$ cat src/hdl/mrrc_pkg.sv
// ----------------------------------------------------------------------------
// Miller-Rabin round checker package
// Shared types and constants for the round checker and its modular multiplier.
// ----------------------------------------------------------------------------
`timescale 1ns / 1ps
`default_nettype none

package mrrc_pkg;

   // Default operand width; the ports always carry the full field width.
   localparam int NUM_BITS_DEF = 63;
   localparam int FIELD_W      = 63;

   typedef enum logic [1:0] {
      ST_PASS      = 2'd0,
      ST_COMPOSITE = 2'd1,
      ST_INVALID   = 2'd2
   } status_type;

   typedef struct packed {
      logic [FIELD_W-1:0] number;
      logic [FIELD_W-1:0] witness;
      logic               last_witness;
   } req_type;

   typedef struct packed {
      status_type round_status;
      logic       probable_prime;
      logic       set_done;
   } rsp_type;

endpackage

`default_nettype wire

$ cat src/hdl/mrrc_modmul.sv
// ----------------------------------------------------------------------------
// Bit-serial modular multiplier
// Computes (x * y) mod n one bit of y per cycle, scanning from the top bit.
// ----------------------------------------------------------------------------
`timescale 1ns / 1ps
`default_nettype none

module mrrc_modmul #(
   parameter int NUM_BITS = mrrc_pkg::NUM_BITS_DEF
) (
   input  wire logic                clock,
   input  wire logic                reset,
   input  wire logic                start,
   input  wire logic [NUM_BITS-1:0] x,
   input  wire logic [NUM_BITS-1:0] y,
   input  wire logic [NUM_BITS-1:0] n,
   output logic                     done,
   output logic [NUM_BITS-1:0]      product
);

   localparam int CW = $clog2(NUM_BITS);
   localparam int SW = NUM_BITS + 2;

   logic                busy_ff;
   logic                done_ff;
   logic [CW-1:0]       cnt_ff;
   logic [NUM_BITS-1:0] x_ff;
   logic [NUM_BITS-1:0] y_ff;
   logic [NUM_BITS-1:0] n_ff;
   logic [NUM_BITS-1:0] acc_ff;

   logic [SW-1:0]       sum_in;
   logic [SW-1:0]       n1_in;
   logic [SW-1:0]       n2_in;
   logic [NUM_BITS-1:0] acc_in;

   // With acc and x both below n, 2*acc + x stays below 3n, so one of two
   // parallel subtractions brings it back into range.
   always_comb begin
      n1_in  = SW'(n_ff);
      n2_in  = {1'b0, n_ff, 1'b0};
      sum_in = {1'b0, acc_ff, 1'b0} + (y_ff[NUM_BITS-1] ? SW'(x_ff) : '0);
      if (sum_in >= n2_in) begin
         acc_in = NUM_BITS'(sum_in - n2_in);
      end else if (sum_in >= n1_in) begin
         acc_in = NUM_BITS'(sum_in - n1_in);
      end else begin
         acc_in = NUM_BITS'(sum_in);
      end
   end

   always_ff @(posedge clock) begin
      if (reset) begin
         busy_ff <= 1'b0;
         done_ff <= 1'b0;
      end else begin
         done_ff <= 1'b0;
         if (start) begin
            busy_ff <= 1'b1;
            cnt_ff  <= CW'(NUM_BITS - 1);
            x_ff    <= x;
            y_ff    <= y;
            n_ff    <= n;
            acc_ff  <= '0;
         end else if (busy_ff) begin
            acc_ff <= acc_in;
            y_ff   <= {y_ff[NUM_BITS-2:0], 1'b0};
            if (cnt_ff == '0) begin
               busy_ff <= 1'b0;
               done_ff <= 1'b1;
            end else begin
               cnt_ff <= cnt_ff - CW'(1);
            end
         end
      end
   end

   assign done    = done_ff;
   assign product = acc_ff;

endmodule

`default_nettype wire

$ cat config.mk
export PLATFORM = sky130hd
export DESIGN_NAME = mrrc_modmul
export DESIGN_NICKNAME = d
export VERILOG_FILES = /design/src/hdl/mrrc_pkg.sv /design/src/hdl/mrrc_modmul.sv
export SDC_FILE = /design/constraint.sdc
export NUM_CORES = 1
export LEC_CHECK = 0
export BUFFER_PORTS_ARGS = -buffer_cell sky130_fd_sc_hd__buf_2
export CAP_MARGIN = 20
export CELL_PAD_IN_SITES_DETAIL_PLACEMENT = 1
export CELL_PAD_IN_SITES_GLOBAL_PLACEMENT = 1
export CORE_ASPECT_RATIO = 0.8
export CORE_MARGIN = 1.5
export CORE_UTILIZATION = 25
export CTS_CLUSTER_DIAMETER = 30
export DETAILED_ROUTE_END_ITERATION = 12
export GPL_TIMING_DRIVEN = 1
export PLACE_DENSITY = 0.55
export SYNTH_ARGS = -nofsm -noshare
export SYNTH_HDL_FRONTEND = slang
export SYNTH_SLANG_ARGS = --single-unit
$ cat constraint.sdc
create_clock -name clock -period 10.9 [get_ports clock]
set_input_delay 0.545 -clock clock [delete_from_list [all_inputs] [get_ports clock]]
set_output_delay 0.545 -clock clock [all_outputs]
set_load 0.02 [all_outputs]
* Word-level counts from Yosys, hierarchy flattened *
Cells that the tools add are included.

word-level totals
  register bits = 260
  bits in latches = 0
  bits in writable memories = 0
  memory bits (read-only) = 0
  input port bits = 192
  output and inout bits = 64
  word-level logic and storage cells = 34
  memories kept = 0

operators by class
  add/subtract/negate cells = 4
  multiply operators = 0
  divide/modulo/power cells = 0
  $lt $le $gt $ge = 2
  equality and inequality tests = 1
  shift-type cells = 0
  muxes and demuxes = 12
  bitwise operators = 2
  reductions and logical operators = 6

operator list
  kind                                                                number
  63-bit two-way mux                                                  6
  63-bit subtractor                                                   2
  64-bit by 63-bit adder with 65-bit output                           1
  65-bit by 63-bit greater-or-equal comparator with 1-bit output      1
  65-bit by 64-bit greater-or-equal comparator with 1-bit output      1
  6-bit two-way mux                                                   2
  6-bit zero test                                                     1
  6-bit by 1-bit subtractor with 6-bit output, second input constant  1
  1-bit two-way mux                                                   4
  2-bit AND reduction                                                 2
  3-bit AND reduction                                                 1
  3-bit OR reduction                                                  1
  2-bit inequality test, second input constant                        1
  1-bit NOT                                                           2
  2-bit nonzero test                                                  1

* Depth between registers and ports, before layout *
Gate-level depths: netlist of run 1.

  depth in word-level cells = 6
  depth in mapped cells = 29
  mapped depth without buffers = 26

* Worst setup path before layout of run 1 *
Ideal clock, no wire load.

  path kind = input to register
  from = input port start
  to = register acc_ff[0] (netlist: product[0]) (enable)
  library setup time = 613 ps
  data arrival time = 6436 ps
  data required time = 10287 ps
  setup slack = 3851 ps
  cell stages on the path = 4
  buffers on the path = 2
  cells stage by stage = buf_2 -> buf_1 -> nor2_1 -> nor2_1

on the way
  cells in the longest elaborated chain, start to end = 2

RTL lines
  what                           RTL line           RTL
  from (decl)                    mrrc_modmul.sv:13  input wire logic start,
  2-bit nonzero test (no line)   -
  2-bit AND reduction (no line)  -
  to (signal assigned)           mrrc_modmul.sv:66  acc_ff <= acc_in;
  to (decl)                      mrrc_modmul.sv:30  logic [NUM_BITS-1:0] acc_ff;

No other way between the ends.
A chain may end at the register's enable or synchronous reset.

* Worst setup path in the final report of run 1 *
  from = register y_ff[62]
  to = register acc_ff[58] (netlist: product[58]), data pin

on the way
  cells in the longest elaborated chain, start to end = 6
  elaborated cells between the ends (all ways) = 9
  those cells by class = add/sub (3); order compare (2); mux (4)

RTL lines
  what                                                                                                        RTL line                              RTL
  from (decl)                                                                                                 mrrc_modmul.sv:28                     logic [NUM_BITS-1:0] y_ff;
  from (signal assigned)                                                                                      mrrc_modmul.sv:62                     y_ff <= y;
  from (signal assigned)                                                                                      mrrc_modmul.sv:67                     y_ff <= {y_ff[NUM_BITS-2:0], 1'b0};
  63-bit two-way mux *                                                                                        mrrc_modmul.sv:42                     sum_in = {1'b0, acc_ff, 1'b0} + (y_ff[NUM_BITS-1] ? SW'(x_ff) : '0);
  64-bit by 63-bit adder with 65-bit output *                                                                 mrrc_modmul.sv:42
  63-bit subtractor / 65-bit by 63-bit greater-or-equal comparator with 1-bit output (equally long branches)  mrrc_modmul.sv:46, mrrc_modmul.sv:45
  63-bit two-way mux                                                                                          mrrc_modmul.sv:45                     end else if (sum_in >= n1_in) begin
  63-bit two-way mux *                                                                                        mrrc_modmul.sv:43                     if (sum_in >= n2_in) begin
  63-bit two-way mux *                                                                                        mrrc_modmul.sv:65                     end else if (busy_ff) begin

Every way passes the cells marked *; elsewhere a longest branch is shown, timed or not. The select of a mux whose other input is x is not followed.

==> impl_metrics.ini, run 1 <==
[status]
status = completed

[critical_path]
cp_max_fo = 79
required_ps = 11250
startpoint_type = flop
crit_type = reg -> reg
cp.arrival_ps = 9050
cp-end-kind = flop

[synth]
syn_area_per_cell_um2 = 9.25
yosysUniqueCellTypes = 84
synthFlopType = edfxtp_1
syn_inst = 2330
ys_ff_latch = 260
async_flop_share_pct = 0
synth_edf_count = 258
synth_seq_area_share_pct = 36.1
yosys_warnings = 0
syn-cell-area_um2 = 21600
synth_nets = 2714

[cells_and_area]
area_delta_synth_final_pct = 25.1
final_cell_count_no_fill = 3788
nNetsFinal = 2973
nFillCells = 9858
multi_input_area_um2 = 12900
seqCellArea_um2 = 7790
drive_gt1_share_pct = 19.1

[global_routing]
grt_pass1_vias = 20300
grtUsageTotal_pct = 19.3
overflow = 0
grt_max_degree = 80
grt_util_met1_pct = 28.5
busiest_layer = met1
grt_pass1_wl_um = 130000
antenna_found_initial = 4
grtUsageMet3_pct = 3.68
grt_use_met2_pct = 28.2

[sta]
whs_ps = 72.4
hold_viol_final = 0
finalSetupTns_ps = 0
fmax_ghz = 0.115
drv_slew = 0
setup_slack_ps = 2210
slew_headroom_pct = 37.0
post-route-period-util_pct = 79.8
worstMarginPinSlew_ps = 944
rsz0062_at_grt = false
min_period_ps = 8690
setup_viol_count_final = 0
finClkSkew_ps = 39.8

[clock_tree]
path_clk_slew_ps = 50
clock-sinks = 260
cts_buffer_depth = 3
hold_buffers = 0
cts_root_buf = clkbuf_16
cts_tree = built
postCtsSetupRepairBufs = 0
htreeDepth = 3
ctsResizeCount = 0
clk_latency_ps = 650
cts_inserted_buffers = 85

[floorplanning]
die_y_um = 266
die_w_um = 331
die_area_um2 = 88000
ioPinCount = 256
core_um2 = 85600
start_util_pct = 25.2
placementRows = 96

[place]
io_buffers = 255
post-place-ws_ps = 2250
gp_congestion = 0.905
dp_hpwl_um = 68400
placedCellCount = 3629

[detailed_routing]
detailroute.via_count = 19600
antenna_left = 0
wirelength_um = 86800
drt-wirelength-per-cell_um = 22.9
first_iter_violations = 1321
first_pass_iters = 5
vias_per_cell = 5.17
drc = 0

[worst_hold_path]
hold_path_class = in -> reg

[job]
cap_violations = 0
[path summary, 6_finish.rpt]
check	startpoint	end	slack, ps	cells after the start
setup / recovery	y_ff[62]$_DFFE_PP_	product[58]$_SDFFCE_PP0P_	2210	27
hold / removal	n[49]	n_ff[49]$_DFFE_PP_	70	1
setup reg to reg	y_ff[62]$_DFFE_PP_	product[58]$_SDFFCE_PP0P_	2210	27
hold reg to reg	busy_ff$_SDFF_PP0_	done$_SDFF_PP0_	490	1
[layout make-up]
class                      instances  share of cell area, %
antenna                            2                 0.0185
clock buffer                     102                   8.24
clock inverter                    55                   3.02
inverter                         115                   1.60
multi-input combinational       1856                   47.9
sequential                       260                   28.9
tap                             1127                   5.23
timing repair buffer             271                   5.18
[sequential cells by signal, summed over array words and instances, names as in the netlist]
name	cells
n_ff	63
product	63
x_ff	63
y_ff	63
cnt_ff	6
busy_ff	1
done	1
[worst max-delay path, stage by stage (launching register included)]
cell,delay [ps]
edfxtp_1,350
buf_4,320
and2_1,230
ha_1,220
fa_1,430
a211oi_1,290
o21ai_1,200
o21ai_1,400
nand2_1,210
a31oi_1,270
o21bai_1,270
a31oi_1,480
o21ai_0,290
a221oi_1,400
xnor2_1,260
ha_1,290
a21o_1,190
a21o_1,180
a21o_1,180
a31o_2,230
and3_1,190
a21oi_2,200
o21ai_2,130
a41oi_4,230
buf_4,760
or2_1,680
buf_4,340
o22ai_1,140
[metrics by stage]
stage | instance area (µm²) | utilization (%)
after floorplan | 21600 | -
after CTS | 27000 | 31.5
after global placement | 23900 | 28.0
final | 27000 | 31.5
after global routing | 27000 | 31.5
after detailed placement | 23900 | 28.0
[per-layer routing]
metal	wire length [µm]	up-vias
li1	-	9228
met1	43400	9667
met2	36300	542
met3	4920	133
met4	2120	4
met5	33	-
[placed cells by master, fill, tap and decap left out, types with 64 or more instances in the layout]
master     instances
buf_2            254
xor2_1            68
a21oi_1          282
o21ai_0          128
mux2_2            64
clkbuf_16         86
a21o_1           103
inv_1            115
nand2_1          163
ha_1             189
nor2_1           147
and2_1            76
edfxtp_1         258
xnor2_1          105
[cells by family after synthesis]
kind of cell	share of synthesized area (%)
simple gates	14.2
compound gates	23.2
flops	36.1
xor+xnor	7.03
mux	4.04
fa+ha+maj	11.2
buf+inv	4.12
[cells in the mapped netlist, drive strengths merged, types with 6 or more instances]
cell type  count  share of area (%)
a21oi        285                6.7
edfxtp       258                 36
ha           189                 11
nand2        163                2.8
o21ai        152                3.6
nor2         149                2.6
inv          115                2.0
xnor2        105                4.3
a21o         103                3.6
and2          77                2.2
xor2          68                2.8
mux2          64                3.3
clkbuf        56               0.97
nand4         47                1.4
buf           43                1.1
nand3         42               0.97
o21bai        36                1.3
nor3          34               0.79
o21a          29                1.0
a211oi        27                1.1
a31oi         25               0.73
nor2b         22               0.64
o22ai         22               0.64
nand2b        21               0.61
and3          19               0.55
o211ai        16               0.56
mux2i         15               0.70
o31ai         14               0.60
or3           11               0.32
nor4          10               0.32
a21boi         8               0.28
a41oi          8               0.41
a31o           7               0.28
o31a           7               0.28
a211o          6               0.25
a311oi         6               0.27
nor3b          6               0.21
or2            6               0.17
Power of run 1 is left out: the tool's default activity adds up to more than one toggle a clock period on the data nets, which glitch-free logic cannot reach.
==> run 2: changes to the inputs <==
--- a/config.mk
+++ b/config.mk
@@ -15,7 +15,7 @@
 export CTS_CLUSTER_DIAMETER = 30
 export DETAILED_ROUTE_END_ITERATION = 12
 export GPL_TIMING_DRIVEN = 1
-export PLACE_DENSITY = 0.55
+export PLACE_DENSITY = 0.56
 export SYNTH_ARGS = -nofsm -noshare
 export SYNTH_HDL_FRONTEND = slang
 export SYNTH_SLANG_ARGS = --single-unit
==> constraint.sdc (replaced) <==
create_clock -name clock -period 7.61 [get_ports clock]
set_input_delay 0.3805 -clock clock [delete_from_list [all_inputs] [get_ports clock]]
set_output_delay 0.3805 -clock clock [all_outputs]
set_load 0.02 [all_outputs]
==> run 2 against run 1 <==
Compared with the run above:
- final area grew 5.7%
- setup slack lost 1800 ps
- critical path type unchanged
- non-clock buffer count grew 160
- global-route usage grew 0.074 points
- largest cell class unchanged
- hold slack lost 32 ps
- clock-buffer cell count shrank 12
- cell count grew 4.1%
- sequential share of layout area shrank 1.6 points
- critical path depth shrank 2
==> impl_metrics.ini, run 2 (synthesis gave the netlist of run 1 again) <==
[sta]
setup_viol_count_final = 0
finalSetupTns_ps = 0
setup_slack_ps = 405
hold_viol_final = 0
worstMarginPinSlew_ps = 1030
drv_slew = 0
slew_headroom_pct = 31.0
rsz0062_at_grt = false
whs_ps = 40.8
min_period_ps = 7200
finClkSkew_ps = 49.0
post-route-period-util_pct = 94.7
fmax_ghz = 0.139

[cells_and_area]
nNetsFinal = 3132
drive_gt1_share_pct = 19.1
layout_commonest_cell = a21oi_1
mostFrequentLayoutCells = 282 x a21oi_1, 258 x edfxtp_1, 254 x buf_2, 189 x ha_1, 163 x nand2_1
fin_area_um2 = 28500
nFillCells = 9868
area_delta_synth_final_pct = 32.3

[job]
cap_violations = 0

[detailed_routing]
detailroute.via_count = 20300
first_iter_violations = 1490
drc = 0
vias_per_cell = 5.16
first_pass_iters = 5
antenna_left = 0
wirelength_um = 87400
drt-wirelength-per-cell_um = 22.2

[critical_path]
cp.arrival_ps = 7590
cp-end-kind = flop
cpMostUsedCell = a21o_1
critPathTopFamily = compound AO/OA/AOI/OAI gates
startpoint_type = flop
critical_path.max_stage_delay_ps = 790
slowest_stage = nor4_1
r2r_slack_ps = 410
required_ps = 7990
critPathBufInv = 3
cp_max_fo = 39
crit_type = reg -> reg

[floorplanning]
die_area_um2 = 88000
start_util_pct = 25.2
placementRows = 96
die_y_um = 266
ioPinCount = 256
core_um2 = 85600
die_w_um = 331

[clock_tree]
postCtsSetupRepairBufs = 0
htreeDepth = 3
path_clk_slew_ps = 50
clk_latency_ps = 640
clock-sinks = 260
cts_tree = built
cts_root_buf = clkbuf_16
cts_inserted_buffers = 84
cts_buffer_depth = 3

[place]
post-place-ws_ps = 215
dp_hpwl_um = 69000
io_buffers = 255
placed_area_um2 = 24200
gp_congestion = 0.920

[global_routing]
grt_max_degree = 70
grtUsageTotal_pct = 19.4
grt_pass1_vias = 21000
antenna_found_initial = 0
overflow = 0
grt_pass1_wl_um = 131000

[worst_hold_path]
hold_path_class = in -> reg

[status]
status = completed
[run 2: metal layers]
| layer | wire (µm) | vias to the layer above | GRT usage [%] |
|---|---|---|---|
| met5 | 0 | - | 0 |
| met4 | 1840 | 0 | 5.28 |
| met3 | 5890 | 114 | 4.36 |
| met2 | 36900 | 645 | 28.7 |
| met1 | 42800 | 10000 | 28.1 |
| li1 | - | 9546 | - |
[run 2: layout make-up]
type / count / area (µm²) / area share (%)
well taps: 1127 / 1410 / 4.94
diodes: 1 / 2.50 / 0.00877
clock inverters: 65 / 846 / 2.96
repair buffers: 431 / 3000 / 10.5
inverters: 115 / 432 / 1.51
clock buffers: 90 / 2120 / 7.45
flip-flops and latches: 260 / 7790 / 27.3
multi-input cells: 1856 / 12900 / 45.3
[run 2: stage by stage]
step                      utilization, %  cells
after floorplan                        -   2330
after global placement              28.3   3655
after detailed placement            28.3   3655
after CTS                           33.3   3944
after global routing                33.3   3944
final                               33.3   3945
[run 2: repair_timing]
item | in CTS | in global routing
gates resized for setup | 0 | 4
endpoints found under the setup margin | 0 | 5
hold buffers | 134 | 0
hold endpoints to repair | 134 | 0
[run 2: final timing paths]
check                          start                        end  cells past startpoint
setup / recovery  y_ff[62]$_DFFE_PP_  product[42]$_SDFFCE_PP0P_                     25
hold / removal                 y[20]         y_ff[20]$_DFFE_PP_                      2
setup reg to reg  y_ff[62]$_DFFE_PP_  product[42]$_SDFFCE_PP0P_                     25
hold reg to reg   busy_ff$_SDFF_PP0_            done$_SDFF_PP0_                      1
Power of run 2 is left out for the same reason.
==> run 3: changes to the inputs <==
--- a/config.mk
+++ b/config.mk
@@ -15,7 +15,7 @@
 export CTS_CLUSTER_DIAMETER = 30
 export DETAILED_ROUTE_END_ITERATION = 12
 export GPL_TIMING_DRIVEN = 1
-export PLACE_DENSITY = 0.56
+export PLACE_DENSITY = 0.55
 export SYNTH_ARGS = -nofsm -noshare
 export SYNTH_HDL_FRONTEND = slang
 export SYNTH_SLANG_ARGS = --single-unit
==> constraint.sdc (replaced) <==
create_clock -name clock -period 9 [get_ports clock]
set_input_delay 0.9 -clock clock [delete_from_list [all_inputs] [get_ports clock]]
set_output_delay 0.9 -clock clock [all_outputs]
set_load 0.02 [all_outputs]
==> run 3 against run 2 <==
Compared with the run above:
- first-iteration DRC count fell by 15%
- final area fell by 6.2%
- via count fell by 3.9%
- clock-buffer cell count unchanged
- cell count decreased by 4.2%
- flip-flop and latch count unchanged
- clock skew is 18 ps lower
- die area did not move
- setup slack better by 700 ps
- core utilization is 2.1 points lower
- non-clock buffer count fell by 157
==> impl_metrics.ini, run 3 (synthesis gave the netlist of run 1 again) <==
[status]
status = completed

[job]
cap_violations = 0

[sta]
hold_viol_final = 0
finClkSkew_ps = 30.7
min_period_ps = 7900
worstMarginPinSlew_ps = 1120
post-route-period-util_pct = 87.8
finalSetupTns_ps = 0
slew_headroom_pct = 25.2
fmax_ghz = 0.127
whs_ps = 440
setup_slack_ps = 1100
drv_slew = 0
rsz0062_at_grt = false
setup_viol_count_final = 0

[clock_tree]
cts_buffer_depth = 3
cts_inserted_buffers = 81
hold_buffers = 0
ctsResizeCount = 0
postCtsSetupRepairBufs = 0
path_clk_slew_ps = 40
clk_latency_ps = 630
htreeDepth = 3
clock-sinks = 260
cts_tree = built
cts_root_buf = clkbuf_16

[floorplanning]
die_area_um2 = 88000
die_w_um = 331
placementRows = 96
start_util_pct = 25.2
die_y_um = 266
core_um2 = 85600
ioPinCount = 256

[place]
placedCellCount = 3632
dp_hpwl_um = 67400
gp_congestion = 0.900
post-place-ws_ps = 1110
io_buffers = 255

[global_routing]
grt_pass1_vias = 20200
grtUsageTotal_pct = 19.0
overflow = 0
grt_max_degree = 91
antenna_found_initial = 3
grt_pass1_wl_um = 128000

[critical_path]
critPathBufInv = 2
required_ps = 9300
cp_max_fo = 35
cp.arrival_ps = 8200
slowest_stage = a21bo_1
cp.depth = 24
startpoint_type = flop
r2r_cells = 24
path_cells = buf_4, and2_1, ha_1, fa_1, a211oi_1, o21ai_1, o21ai_1, nand2_1, a31oi_1, o21bai_1, a31oi_1, o21ai_0, a221oi_1, xnor2_1, ha_1, nand4_1, nor4b_1, a21boi_1, o31ai_1, a31o_2, a21bo_1, buf_4, mux2i_1, o22ai_1
cp-end-kind = flop
crit_type = reg -> reg
critical_path.max_stage_delay_ps = 920
critPathTopFamily = compound AO/OA/AOI/OAI gates

[cells_and_area]
mostFrequentLayoutCells = 282 x a21oi_1, 258 x edfxtp_1, 254 x buf_2, 189 x ha_1, 163 x nand2_1
area_delta_synth_final_pct = 24.1
nNetsFinal = 2972
drive_gt1_share_pct = 19.1
final_cell_count_no_fill = 3780
layout_commonest_cell = a21oi_1

[detailed_routing]
vias_per_cell = 5.17
first_iter_violations = 1262
wirelength_um = 85600
drc = 0
drt-wirelength-per-cell_um = 22.6
first_pass_iters = 5
detailroute.via_count = 19500
antenna_left = 0

[worst_hold_path]
hold_path_class = in -> reg
holdPathStages = 1
run 3: cell types whose count changed in the layout (fill, tap and decap cells not counted), sizes merged:
cell / before / now
buf: 297 / 274
bufinv: 15 / 12
clkinv: 30 / 32
clkinvlp: 10 / 11
dlygate4sd3: 134 / 0
inv: 125 / 117
run 3: worst paths after layout:
kind / startpoint / endpoint / slack, ps
setup / recovery: y_ff[62]$_DFFE_PP_ / product[37]$_SDFFCE_PP0P_ / 1100
hold / removal: n[49] / n_ff[49]$_DFFE_PP_ / 440
setup reg to reg: y_ff[62]$_DFFE_PP_ / product[37]$_SDFFCE_PP0P_ / 1100
hold reg to reg: busy_ff$_SDFF_PP0_ / done$_SDFF_PP0_ / 500
run 3: final cells by class:
cell class | count | area [µm²]
inverter | 115 | 432
tap | 1127 | 1410
clock buffer | 90 | 2080
multi-input combinational | 1856 | 12900
sequential | 260 | 7790
antenna | 1 | 2.50
clock inverter | 57 | 682
timing repair buffer | 274 | 1460
fill | 9893 | 58900
run 3: layer usage:
metal	routed length, µm	global-route usage [%]
met5	14	0
met3	4320	3.34
met2	36300	28.4
met4	1730	4.92
met1	43200	28.0
run 3: through the flow:
| stage | util [%] | instance area [µm²] |
|---|---|---|
| floorplan | - | 21600 |
| global placement | 28.0 | 24000 |
| detailed placement | 28.0 | 24000 |
| CTS | 31.3 | 26800 |
| global route | 31.3 | 26800 |
| finish | 31.3 | 26800 |
run 3: worst reg2reg max path, delay by kind of cell (launching register included):
kind / cells / cell delay, ps
AO/OA/AOI/OAI: 13 / 4300
adder cells (fa/ha/maj): 3 / 1120
AND/OR/NAND/NOR: 4 / 820
buffers and inverters: 2 / 540
flip-flops: 1 / 380
XOR/XNOR: 1 / 220
multiplexers: 1 / 200
Power of run 3 is left out for the same reason.
